===== config.mk =====
export PLATFORM = sky130hd
export DESIGN_NAME = tfc_core
export DESIGN_NICKNAME = d
export VERILOG_FILES = /design/src/tfc_pkg.sv /design/src/tfc_core.sv
export VERILOG_INCLUDE_DIRS = /design/src /design/src/src
export SDC_FILE = /design/constraint.sdc
export NUM_CORES = 1
export LEC_CHECK = 0
export CORE_MARGIN = 5
export CORE_UTILIZATION = 52
export CTS_CLUSTER_DIAMETER = 200
export DETAILED_ROUTE_END_ITERATION = 10
export DONT_BUFFER_PORTS = 1
export GPL_TIMING_DRIVEN = 0
export HOLD_SLACK_MARGIN = 0.15
export PLACE_DENSITY_LB_ADDON = 0.05
export SETUP_SLACK_MARGIN = 0.2
export SYNTH_ARGS = -nofsm -noshare
export SYNTH_HDL_FRONTEND = slang
export SYNTH_SLANG_ARGS = --single-unit

===== constraint.sdc =====
create_clock -name i_clk -period 4.5 [get_ports i_clk]
set_input_delay 0.45 -clock i_clk [delete_from_list [all_inputs] [get_ports i_clk]]
set_output_delay 0.45 -clock i_clk [all_outputs]
set_load 0.005 [all_outputs]

===== src/test_frame_checker_top_macros.svh =====
// Assertion helpers for the test frame checker.
`ifndef TEST_FRAME_CHECKER_TOP_MACROS_SVH
`define TEST_FRAME_CHECKER_TOP_MACROS_SVH

// Same-cycle implication, masked while reset is active.
`define TFC_ASSERT_NOW(lbl, clk, rstn, ante, cons) \
    lbl: assert property (@(posedge clk) disable iff (!rstn) (ante) |-> (cons)) \
        else $error("tfc check failed");

// Next-cycle implication, masked while reset is active.
`define TFC_ASSERT_NEXT(lbl, clk, rstn, ante, cons) \
    lbl: assert property (@(posedge clk) disable iff (!rstn) (ante) |=> (cons)) \
        else $error("tfc check failed");

`endif


===== src/tfc_pkg.sv =====
package tfc_pkg;

    localparam logic [7:0]  SYNC_BYTE = 8'hA5;

    localparam logic        OP_BYTE = 1'b0;
    localparam logic        OP_TICK = 1'b1;

    localparam int          CFG_IDX_W  = 2;
    localparam int          CFG_DATA_W = 24;

    localparam logic [CFG_IDX_W-1:0] CFG_EXP_PAYLOAD = 2'd0;
    localparam logic [CFG_IDX_W-1:0] CFG_TIMEOUT     = 2'd1;
    localparam logic [CFG_IDX_W-1:0] CFG_MAX_LEN     = 2'd2;

    localparam logic [23:0] RST_EXP_PAYLOAD = 24'd16384;
    localparam logic [15:0] RST_TIMEOUT     = 16'd300;
    localparam logic [7:0]  RST_MAX_LEN     = 8'd240;

    localparam logic [15:0] IDLE_MAX = 16'hFFFF;

    typedef enum logic [2:0] {
        PS_SYNC    = 3'd0,
        PS_BLK_LO  = 3'd1,
        PS_BLK_HI  = 3'd2,
        PS_LEN     = 3'd3,
        PS_PAYLOAD = 3'd4,
        PS_CSUM    = 3'd5
    } t_parse_state;

    typedef struct packed {
        logic [23:0] expected_payload_bytes;
        logic [15:0] timeout_ticks;
        logic [7:0]  max_payload_len;
    } t_cfg;

    typedef struct packed {
        logic        done_res;
        logic        timed_out;
        logic [23:0] payload_count;
        logic [31:0] wire_count;
        logic [15:0] sync_error_count;
        logic [15:0] checksum_error_count;
        logic [15:0] sequence_error_count;
        logic [15:0] elapsed_ticks;
    } t_result;

endpackage


===== src/tfc_core.sv =====
`include "test_frame_checker_top_macros.svh"

module tfc_core
    import tfc_pkg::*;
(
    input  logic       i_clk,
    input  logic       i_rst_n,
    input  logic       i_take,
    input  logic       i_operation,
    input  logic [7:0] i_rx_byte,
    input  t_cfg       i_cfg,
    output t_result    o_next
);

    t_parse_state r_parse_state, n_parse_state;
    logic [15:0]  r_frame_block, n_frame_block;
    logic [15:0]  r_next_block, n_next_block;
    logic [7:0]   r_frame_len, n_frame_len;
    logic [7:0]   r_byte_index, n_byte_index;
    logic [7:0]   r_running_sum, n_running_sum;
    logic [23:0]  r_payload_total, n_payload_total;
    logic [31:0]  r_wire_total, n_wire_total;
    logic [15:0]  r_sync_errs, n_sync_errs;
    logic [15:0]  r_sum_errs, n_sum_errs;
    logic [15:0]  r_order_errs, n_order_errs;
    logic [15:0]  r_idle_ticks, n_idle_ticks;
    logic [15:0]  r_tick_total, n_tick_total;
    logic         r_finished, n_finished;
    logic         r_timeout_hit, n_timeout_hit;

    logic         target_met;
    logic         live;
    logic         byte_en;
    logic         len_bad;
    logic [7:0]   idx_inc;
    logic [7:0]   exp_byte;
    logic [15:0]  idle_inc;

    assign target_met = r_payload_total >= i_cfg.expected_payload_bytes;
    assign live       = i_take && !r_finished && !target_met;
    assign byte_en    = live && (i_operation == OP_BYTE);
    assign len_bad    = (i_rx_byte == 8'd0) || (i_rx_byte > i_cfg.max_payload_len);
    assign idx_inc    = r_byte_index + 8'd1;
    assign exp_byte   = r_frame_block[7:0] + r_byte_index;
    assign idle_inc   = (r_idle_ticks != IDLE_MAX) ? r_idle_ticks + 16'd1 : r_idle_ticks;

    // frame parser next state
    always_comb begin
        n_parse_state = r_parse_state;
        if (byte_en) begin
            case (r_parse_state)
                PS_BLK_LO:  n_parse_state = PS_BLK_HI;
                PS_BLK_HI:  n_parse_state = PS_LEN;
                PS_LEN:     n_parse_state = len_bad ? PS_SYNC : PS_PAYLOAD;
                PS_PAYLOAD: n_parse_state = (idx_inc >= r_frame_len) ? PS_CSUM : PS_PAYLOAD;
                PS_CSUM:    n_parse_state = PS_SYNC;
                default:    n_parse_state = (i_rx_byte == SYNC_BYTE) ? PS_BLK_LO : PS_SYNC;
            endcase
        end
    end

    // datapath and counters
    always_comb begin
        n_frame_block   = r_frame_block;
        n_next_block    = r_next_block;
        n_frame_len     = r_frame_len;
        n_byte_index    = r_byte_index;
        n_running_sum   = r_running_sum;
        n_payload_total = r_payload_total;
        n_wire_total    = r_wire_total;
        n_sync_errs     = r_sync_errs;
        n_sum_errs      = r_sum_errs;
        n_order_errs    = r_order_errs;
        n_idle_ticks    = r_idle_ticks;
        n_tick_total    = r_tick_total;
        n_finished      = r_finished;
        n_timeout_hit   = r_timeout_hit;

        if (i_take && !r_finished && target_met) begin
            n_finished = 1'b1;
        end else if (live && (i_operation == OP_TICK)) begin
            n_tick_total = r_tick_total + 16'd1;
            n_idle_ticks = idle_inc;
            if (idle_inc > i_cfg.timeout_ticks) begin
                n_finished    = 1'b1;
                n_timeout_hit = 1'b1;
            end
        end else if (byte_en) begin
            n_wire_total = r_wire_total + 32'd1;
            n_idle_ticks = 16'd0;
            case (r_parse_state)
                PS_BLK_LO: begin
                    n_frame_block = {8'd0, i_rx_byte};
                    n_running_sum = r_running_sum + i_rx_byte;
                end
                PS_BLK_HI: begin
                    n_frame_block = {i_rx_byte, r_frame_block[7:0]};
                    n_running_sum = r_running_sum + i_rx_byte;
                end
                PS_LEN: begin
                    n_frame_len   = i_rx_byte;
                    n_running_sum = r_running_sum + i_rx_byte;
                    n_byte_index  = 8'd0;
                    if (len_bad) begin
                        n_sync_errs = r_sync_errs + 16'd1;
                    end else begin
                        if (r_frame_block != r_next_block) begin
                            n_order_errs = r_order_errs + 16'd1;
                        end
                        n_next_block = r_frame_block + 16'd1;
                    end
                end
                PS_PAYLOAD: begin
                    if (i_rx_byte != exp_byte) begin
                        n_order_errs = r_order_errs + 16'd1;
                    end
                    n_running_sum   = r_running_sum + i_rx_byte;
                    n_payload_total = r_payload_total + 24'd1;
                    n_byte_index    = idx_inc;
                end
                PS_CSUM: begin
                    if (i_rx_byte != r_running_sum) begin
                        n_sum_errs = r_sum_errs + 16'd1;
                    end
                end
                default: begin
                    if (i_rx_byte == SYNC_BYTE) begin
                        n_running_sum = i_rx_byte;
                    end else begin
                        n_sync_errs = r_sync_errs + 16'd1;
                    end
                end
            endcase
            if (n_payload_total >= i_cfg.expected_payload_bytes) begin
                n_finished = 1'b1;
            end
        end
    end

    // result as seen after this item
    always_comb begin
        o_next.done_res             = n_finished;
        o_next.timed_out            = n_timeout_hit;
        o_next.payload_count        = n_payload_total;
        o_next.wire_count           = n_wire_total;
        o_next.sync_error_count     = n_sync_errs;
        o_next.checksum_error_count = n_sum_errs;
        o_next.sequence_error_count = n_order_errs;
        o_next.elapsed_ticks        = (n_finished && (n_tick_total == 16'd0)) ?
                                      16'd1 : n_tick_total;
    end

    always_ff @(posedge i_clk) begin
        if (!i_rst_n) begin
            r_parse_state   <= PS_SYNC;
            r_frame_block   <= '0;
            r_next_block    <= '0;
            r_frame_len     <= '0;
            r_byte_index    <= '0;
            r_running_sum   <= '0;
            r_payload_total <= '0;
            r_wire_total    <= '0;
            r_sync_errs     <= '0;
            r_sum_errs      <= '0;
            r_order_errs    <= '0;
            r_idle_ticks    <= '0;
            r_tick_total    <= '0;
            r_finished      <= 1'b0;
            r_timeout_hit   <= 1'b0;
        end else begin
            r_parse_state   <= n_parse_state;
            r_frame_block   <= n_frame_block;
            r_next_block    <= n_next_block;
            r_frame_len     <= n_frame_len;
            r_byte_index    <= n_byte_index;
            r_running_sum   <= n_running_sum;
            r_payload_total <= n_payload_total;
            r_wire_total    <= n_wire_total;
            r_sync_errs     <= n_sync_errs;
            r_sum_errs      <= n_sum_errs;
            r_order_errs    <= n_order_errs;
            r_idle_ticks    <= n_idle_ticks;
            r_tick_total    <= n_tick_total;
            r_finished      <= n_finished;
            r_timeout_hit   <= n_timeout_hit;
        end
    end

    // once done, the run stays done
    `TFC_ASSERT_NEXT(a_done_sticky, i_clk, i_rst_n, r_finished, r_finished)
    // a timeout is always a finish
    `TFC_ASSERT_NOW(a_timeout_done, i_clk, i_rst_n, r_timeout_hit, r_finished)
    // inside a payload the index never reaches the length
    `TFC_ASSERT_NOW(a_index_bound, i_clk, i_rst_n, r_parse_state == PS_PAYLOAD,
        r_byte_index < r_frame_len)
    // counters move only on an accepted word
    `TFC_ASSERT_NEXT(a_wire_hold, i_clk, i_rst_n, !i_take, $stable(r_wire_total))

endmodule


[Word level (Yosys, flattened, before mapping)]
Index checks and enable logic that the tools add are counted.
W data, S select, Z words.
Cells by class
  add/subtract/negate cells: 11
  $lt $le $gt $ge: 5
  equal/unequal tests: 10
  muxes and demuxes: 50
  bitwise gates (word level): 6
  reductions and logical operators: 24
Operators with widths (number)
  $mux W16: 22
  $mux W24: 7
  $add A16 B1 Y16 const B: 6
  $mux W32: 3
  $pmux W16 S2: 3
  $ge A24 B24 Y1: 2
  $add A32 B1 Y32 const B: 1
  $pmux W8 S2: 2
  $add A24 B1 Y24 const B: 1
  $add A8 B8 Y8: 2
  $gt A16 B16 Y1: 1
  $logic_not A16 Y1: 1
  $ne A16 B16 Y1: 1
  $ne A16 B16 Y1 const B: 1
  $ne A8 B8 Y1: 2
  $pmux W3 S5: 1
  $reduce_and A5 Y1: 3
  $reduce_and A4 Y1: 3
  $mux W1: 10
  $add A8 B1 Y8 const B: 1
  $eq A8 B8 Y1 const B: 1
  $ge A8 B8 Y1: 1
  $gt A8 B8 Y1: 1
  $logic_not A8 Y1: 1
  other kinds (12): 29
Word-level totals
  bits in registers: 197
  input bits: 60
  output and inout bits: 122
  logic and storage cells: 122

[Logic depth before layout (Yosys ltp)]
Gate-level depths: netlist of run 1.
  depth in word-level cells: 14
  gate-level depth with buffers: 16
  depth with buffers taken out: 16

[Worst setup path after synthesis of run 1]
Ideal clock, no wire load.
  path kind: register to output
  start: reg r_parse_state[0]
  end: out o_next[0] in the netlist's numbering
  arrival: 3.494 ns
  setup slack: 0.556 ns
  stages on the path, launching flop included: 16
  path buffers: 1
  path through: dfxtp_1 > buf_6 > nor3b_4 > nand4_1 > or4_4 > or3_4 > xnor2_1 > ha_1 > nand4_1 > nor3_1 > nand2_1 > o211ai_1 > a211oi_1 > o211ai_1 > o21ai_0 > o31ai_1
RTL lines
  start: declaration: line tfc_core.sv:15  | t_parse_state r_parse_state, n_parse_state;
  start signal: assignment: line tfc_core.sv:171  | r_parse_state <= n_parse_state;
  end: declaration: line tfc_core.sv:12  | output t_result o_next

==> metrics.md, run 1 <==
| Metric | Value |
|---|---|
| Status | `completed` |
| RR Startpoint | `r_parse_state[0]` |
| Max Clock Freq | `226 MHz` |
| Number of vias per cell | `5.55` |
| Register bit total from synthesis | `197` |
| Mean routed wirelength per cell | `17.5 microns` |
| Post-synth top area share | `30.5%` |
| IO Count | `182` |
| Worst Setup Path Type | `register to output pin` |
| Final Setup Violations | `0` |
| Synth warnings | `0` |
| Final wirelength | `34.2 mm` |
| Initial DRC count | `617` |
| Worst Path Required | `4.05 ns` |
| Pleak | `6.12 nW` |
| CTS Buf Count | `17` |
| Post-DRT Antenna Nets | `0` |
| Initial antenna violation count | `0` |
| Final period util | `98.4%` |
| Final cell count without fillers | `1950` |
| Max_cap viols | `0` |
| Root Buffer | `clkbuf_16` |
| Final net count | `1779` |
| Post-synthesis async set-or-reset flop share | `0%` |
| DR DRC count | `0` |
| Placeable Area | `24400 sq um` |
| GRT overflow | `0` |
| Worst slew pin tran | `1.16 ns` |
| Vias in the first global route | `10400` |
| Post-synth EDFFs | `0` |
| Slowest stage cell, crit path | `or4_4` |
| Rows | `57` |
| Critical Path Sink Type | `output pin` |
| Rel. slew slack | `22.7%` |
| Post-synthesis cell area | `12900 sq um` |
| Sequential cell area fraction in the yosys report | `30.5%` |
| Mapped Nets | `1738` |
| Final Power | `0.00348 W` |
| Hold WC Path Type | `input pin to register` |
| Critical Path Fanout Max | `4` |
| Total track usage | `23.7%` |
| Layout fillers | `2248` |
| Worst setup SP type | `register` |
| RePlAce Congestion | `0.873` |
| Multi-input logic area | `8580 sq um` |
| Max-slew violations | `0` |
| Clock sinks | `197` |
| Die W | `168 microns` |
| Top cells by count, synth | `dfxtp_1 (197), nand2_1 (143), nor2_1 (131), xnor2_1 (126), and2_1 (109)` |
| Worst hold path startpoint | `i_rx_byte[3]` |
| Port bufs | `0` |
| Synth top area cells | `dfxtp_1 (30%), ha_1 (10%), xnor2_1 (8.5%)` |
| Clk buf depth | `2` |
| Final HPWL DP | `25.9 mm` |
| CTS H-tree depth | `4` |
| Most numerous cell in the Yosys netlist | `dfxtp_1` |
| Critical Path Start | `r_parse_state[0]` |
| Layout Skew | `0.0190 ns` |
| Final hold vios | `0` |
| CP Data Arrival Time | `3.98 ns` |
| Synth Instances | `1572` |
| Distinct cells, synth | `67` |
| Layout area overhead | `10.2%` |
| Via count | `10800` |
| Layout cell share with drive strength beyond 1 | `7.26%` |
| Clk_lat worst skew | `0.44 ns` |
| Crit path time final | `4.43 ns` |
| CTS tree | `built` |
| Peak VDD IR | `0.163 mV` |
| Initial Utilization | `53.1%` |
| Largest net degree at the start of global routing | `20` |
| RSZ-0062 raised after global routing | `true` |
| DR pass1 iterations | `5` |
| PD cells | `244 nW/um^2` |
| Top_reg_cell synth | `dfxtp_1` |
| Die ar. | `28200 sq um` |
| Antenna fix cells | `0` |
| Post-synth top area cell | `dfxtp_1` |
| Setup TNS | `0 ns` |
| First-pass GRT wire length | `55.1 mm` |
| Sequential cell area | `3960 sq um` |
| Mean area per synthesized cell | `8.24 sq um` |
| Die Ht | `168 microns` |
| Slowest stage delay, CP | `0.47 ns` |
| Clk slew on worst S/H paths | `0.08 ns` |
| Cell Chain, Critical Path | `buf_6 -> nor3b_4 -> nand4_1 -> or4_4 -> or3_4 -> xnor2_1 -> ha_1 -> nand4_1 -> nor3_2 -> nand2_1 -> o211ai_1 -> a211oi_1 -> o211ai_1 -> o21ai_2 -> o31ai_2` |
| Inst Count DP | `1896` |
kinds of logic (layout without fill, tap and decap cells):
| group | after synthesis | in the layout | share of synthesized area, % |
|---|---|---|---|
| compound gates | 216 | 216 | 10.9 |
| mux | 45 | 45 | 3.52 |
| fa+ha+maj | 106 | 106 | 10.4 |
| buf+inv | 146 | 200 | 4.47 |
| flops | 197 | 197 | 30.5 |
| simple gates | 652 | 652 | 26.1 |
| xor+xnor | 210 | 210 | 14.3 |
metrics by stage:
stage	hold WS (ns)	instance area (sq um)	setup slack [ns]	util (%)
floorplan	0.454	12900	0.556	-
global placement	0.468	13400	-0.349	54.8
detailed placement	0.480	13400	-0.337	54.8
CTS	0.151	14200	0.00896	58.2
global route	0.161	14300	-0.105	58.5
finish	0.166	14300	0.0735	58.5
area by class of cell:
cell class              instances  share of cell area (%)
clock buffers                  17                    2.98
flip-flops and latches        197                    27.8
multi-input cells            1229                    60.1
clock inverters                15                   0.964
repair buffers                 23                    1.30
well taps                     324                    2.84
plain buffers                  59                    1.83
inverters                      86                    2.26
power breakdown:
part,internal [W],total [W],switching (W)
Clock,0.000737,0.00152,0.000783
Combinational,0.0000695,0.000210,0.000140
Sequential,0.00174,0.00175,0.00000594
Total,0.00255,0.00348,0.000929
cells in the final DEF, fill, tap and decap left out, types with 6 or more instances in the layout:
master     count
dfxtp_1      189
nand2_1      143
nor2_1       128
xnor2_1      126
and2_1       109
ha_1         103
inv_1         85
xor2_1        83
a21oi_1       64
nand4_1       59
nand3_1       49
clkbuf_1      43
mux2i_1       41
and3_1        35
o21ai_0       34
a211oi_1      31
nand2b_1      28
nor3_1        26
a22oi_1       20
buf_4         20
clkbuf_16     17
a21o_1        16
and4_1        10
nor4_1        10
nor2b_1        9
o21a_1         7
a31oi_1        7
buf_2          6
o211ai_1       6
inv_8          6
sequential cells by signal (all words and copies together), names as in the netlist:
name             cells
r_wire_total        32
r_payload_total     24
r_frame_block       16
r_idle_ticks        16
r_next_block        16
r_order_errs        16
r_sum_errs          16
r_sync_errs         16
r_tick_total        16
r_byte_index         8
r_frame_len          8
r_running_sum        8
r_parse_state        3
r_finished           1
r_timeout_hit        1
critical path, delay by kind of cell, from the launching register on:
| family | cells | cell delay, ns |
|---|---|---|
| xor+xnor | 1 | 0.13 |
| flops | 1 | 0.31 |
| simple gates | 7 | 1.59 |
| compound gates | 5 | 1.06 |
| buf+inv | 1 | 0.11 |
| fa+ha+maj | 1 | 0.32 |
what timing repair did:
action	in CTS	in global routing
setup buffers	15	3
pin swaps	14	8
gates resized for setup	27	18
hold endpoints to repair	7	0
endpoints found under the setup margin	51	27
hold buffers	5	0
worst paths after layout:
| kind | cells after the start | endpoint | slack, ns |
|---|---|---|---|
| setup / recovery | 15 | o_next[0] | 0.07 |
| hold / removal | 2 | r_frame_block[11] | 0.17 |
| setup reg to reg | 15 | r_finished | 0.75 |
| hold reg to reg | 2 | r_order_errs[15] | 0.49 |
metal layers:
metal / share of wire [%] / global-route usage [%] / vias up
li1: - / - / 5521
met1: 46 / 32.0 / 5000
met2: 45 / 38.5 / 262
met3: 7.1 / 5.98 / 31
met4: 1.8 / 5.47 / 0
met5: 0 / 0 / -
Power figures use the tool's default switching activity.
==> run 2: changes to the inputs <==
ABC_AREA = 1   (was default)
SLEW_MARGIN = 20   (was default)
==> run 2 against run 1 <==
Effect of this change:
- global-route usage increased by 3.4 points
- count of clock-buffer cells in the layout unchanged
- sequential power about the same
- clock skew decreased by 0.0014 ns
- core utilization decreased by 1.3 points
- area after synthesis increased by 13%
- register-to-register slack improved by 0.31 ns
- critical path type unchanged
- critical endpoint unchanged
==> metrics.md, run 2 <==
| Metric | Value |
|---|---|
| Critical Path Sink Type | `output pin (unchanged)` |
| Initial DRC count | `948 (was 617)` |
| Post-synth top area share | `26.9% (was 30.5%)` |
| Commonest non-fill, non-tap cell in the layout | `nand2_1 (was dfxtp_1)` |
| DR DRC count | `0 (unchanged)` |
| Rel. slew slack | `37.4% (was 22.7%)` |
| Final period util | `92.0% (was 98.4%)` |
| CP Data Arrival Time | `3.69 ns (was 3.98 ns)` |
| Final net count | `2474 (was 1779)` |
| Final HPWL DP | `33.7 mm (was 25.9 mm)` |
| Initial Utilization | `52.7% (was 53.1%)` |
| Clk buf depth | `2 (unchanged)` |
| Root Buffer | `clkbuf_16 (unchanged)` |
| Final Setup Violations | `0 (unchanged)` |
| Via count | `14600 (was 10800)` |
| Clk_lat worst skew | `0.46 ns (was 0.44 ns)` |
| Worst setup SP type | `register (unchanged)` |
| First-pass GRT wire length | `69.0 mm (was 55.1 mm)` |
| Die W | `178 microns (was 168 microns)` |
| CTS H-tree depth | `4 (unchanged)` |
| Placeable Area | `27800 sq um (was 24400 sq um)` |
| Top_reg_cell synth | `dfxtp_1 (unchanged)` |
| Top cells by count, synth | `nand2_1 (616), inv_1 (323), a21oi_1 (203), dfxtp_1 (197), nor2_1 (181) (was dfxtp_1 (197), nand2_1 (143), nor2_1 (131), xnor2_1 (126), and2_1 (109))` |
| Most numerous cell in the Yosys netlist | `nand2_1 (was dfxtp_1)` |
| CTS tree | `built (unchanged)` |
| Vias in the first global route | `13700 (was 10400)` |
| Post-synth top area cell | `dfxtp_1 (unchanged)` |
| Layout area overhead | `8.44% (was 10.2%)` |
| Mean area per synthesized cell | `6.43 sq um (was 8.24 sq um)` |
| Port bufs | `0 (unchanged)` |
| Layout Skew | `0.0176 ns (was 0.0190 ns)` |
| GRT overflow | `0 (unchanged)` |
| Register bit total from synthesis | `197 (unchanged)` |
| Crit path time final | `4.14 ns (was 4.43 ns)` |
| Distinct cells, synth | `51 (was 67)` |
| Post-synth EDFFs | `0 (unchanged)` |
| Synth warnings | `0 (unchanged)` |
| Die ar. | `31600 sq um (was 28200 sq um)` |
| Regs by FF count | `r_wire_total: 32 flops, r_payload_total: 24 flops (unchanged)` |
| Clk slew on worst S/H paths | `0.09 ns (was 0.08 ns)` |
| Largest net degree at the start of global routing | `21 (was 20)` |
| Synth Instances | `2278 (was 1572)` |
| Layout cell share with drive strength beyond 1 | `5.26% (was 7.26%)` |
| Rows | `61 (was 57)` |
| Status | `completed (unchanged)` |
| CTS Buf Count | `17 (unchanged)` |
| Antenna fix cells | `0 (unchanged)` |
| Worst slew pin tran | `0.938 ns (was 1.16 ns)` |
| Setup TNS | `0 ns (unchanged)` |
| Number of vias per cell | `5.41 (was 5.55)` |
| RePlAce Congestion | `0.918 (was 0.873)` |
| Final wirelength | `43.4 mm (was 34.2 mm)` |
| Max_cap viols | `0 (unchanged)` |
| Total track usage | `27.1% (was 23.7%)` |
| Die Ht | `178 microns (was 168 microns)` |
| Post-DRT Antenna Nets | `0 (unchanged)` |
| Mean routed wirelength per cell | `16.1 microns (was 17.5 microns)` |
| DR pass1 iterations | `8 (was 5)` |
| Post-synthesis async set-or-reset flop share | `0% (unchanged)` |
| Critical Path Fanout Max | `4 (unchanged)` |
| Worst Setup Path Type | `register to output pin (unchanged)` |
| Post-synthesis cell area | `14700 sq um (was 12900 sq um)` |
| Top reg by flops | `r_wire_total (unchanged)` |
| IO Count | `182 (unchanged)` |
| Mapped Nets | `2444 (was 1738)` |
| Synth top area cells | `dfxtp_1 (27%), nand2_1 (16%), ha_1 (8.9%) (was dfxtp_1 (30%), ha_1 (10%), xnor2_1 (8.5%))` |
| Peak VDD IR | `0.251 mV (was 0.163 mV)` |
| Finished Core Util | `57.2% (was 58.5%)` |
| RSZ-0062 raised after global routing | `true (unchanged)` |
| Final hold vios | `0 (unchanged)` |
| Hold WC Path Type | `input pin to register (unchanged)` |
| Max FFs per register | `32 (unchanged)` |
| Most frequent cells in the layout | `nand2_1 (615), inv_1 (322), a21oi_1 (202), dfxtp_1 (188), nor2_1 (178) (was dfxtp_1 (189), nand2_1 (143), nor2_1 (128), xnor2_1 (126), and2_1 (109))` |
| PD cells | `231 nW/um^2 (was 244 nW/um^2)` |
| Clock sinks | `197 (unchanged)` |
| Max Clock Freq | `241 MHz (was 226 MHz)` |
| Max-slew violations | `0 (unchanged)` |
| Initial antenna violation count | `0 (unchanged)` |
| Worst Path Required | `4.05 ns (about the same)` |
| Pleak | `7.11 nW (was 6.12 nW)` |
| Sequential cell area fraction in the yosys report | `26.9% (was 30.5%)` |
-- run 2: changes by cell type in the layout (fill, tap and decap cells not counted), moves of 24 or more --
cell	delta
a21oi_1	+138
and2_1	-101
and3_1	-33
inv_1	+237
mux2i_1	-41
nand2_1	+472
nand2b_1	-28
nand3_1	+53
nor2_1	+50
nor3_1	+30
o21ai_0	+57
xnor2_1	-91
xor2_1	+24
-- run 2: layout make-up --
| type | count | area, sq um |
|---|---|---|
| buffer | 71 | 325 |
| clock buffer | 17 | 425 |
| clock inverter | 15 | 156 |
| fill | 2881 | 11900 |
| inverter | 331 | 1240 |
| multi-input combinational | 1679 | 9220 |
| sequential | 197 | 3960 |
| tap | 378 | 473 |
| timing repair buffer | 11 | 90.1 |
-- run 2: path summary, 6_finish.rpt --
kind | startpoint | endpoint | slack, ns | depth (start not counted)
worst max-delay path | r_parse_state[0] | o_next[0] | 0.36 | 18
worst max register to register | r_payload_total[17] | r_payload_total[0] | 1.06 | 18
worst min register to register | r_timeout_hit | r_timeout_hit | 0.46 | 2
worst min-delay path | i_rx_byte[5] | r_frame_block[5] | 0.20 | 2
-- run 2: worst max-delay path, cell delays in order, from the launching register on --
cell	delay (ns)
dfxtp_2	0.36
nor3_4	0.33
inv_2	0.14
nor2_4	0.17
nand3_4	0.11
nor2_4	0.14
nand3_4	0.10
nor2_1	0.18
nand4_1	0.16
xnor2_2	0.23
ha_1	0.28
a21oi_1	0.15
o21ai_0	0.12
a21oi_2	0.18
nand4_1	0.15
nand2_2	0.15
nand3_2	0.11
nand3_1	0.10
nand2_1	0.07
-- run 2: kinds of logic (layout without fill, tap and decap cells) --
logic type	count (synthesis)	in the layout	share of synthesized area, %
flops	197	197	26.9
xor+xnor	144	144	8.70
fa+ha+maj	106	106	9.15
compound gates	347	347	12.7
simple gates	1082	1082	31.9
buf+inv	402	445	10.7
-- run 2: timing repair --
action	CTS	global route
resized for setup	6	24
setup endpoints to repair	2	25
pin swaps	1	7
hold endpoints to repair	5	0
setup buffers	1	7
hold buffers	3	0
-- run 2: through the flow --
stage               setup slack, ns  cells  cell area, sq um  hold WS (ns)  power [W]
floorplan                      1.36   2278             14700         0.435    0.00204
global placement              0.500   2656             15100         0.443    0.00214
detailed placement            0.465   2656             15100         0.451    0.00215
CTS                           0.213   2692             15800         0.193    0.00369
global route                  0.144   2699             15900         0.195    0.00380
finish                        0.359   2699             15900         0.204    0.00367
-- run 2: report_power, final --
group | total (W) | switching (W) | internal [W]
clock | 0.00155 | 0.000806 | 0.000745
combinational | 0.000349 | 0.000249 | 0.0000997
sequential | 0.00177 | 0.0000148 | 0.00175
total | 0.00367 | 0.00107 | 0.00260
-- run 2: routing by layer --
| layer | global-route usage, % | part of all wire, % | routed length (microns) |
|---|---|---|---|
| met2 | 45.7 | 46 | 20000 |
| met5 | 0 | 0 | 0 |
| met3 | 5.52 | 6.4 | 2770 |
| met1 | 34.8 | 44 | 19300 |
| met4 | 8.80 | 3.0 | 1310 |
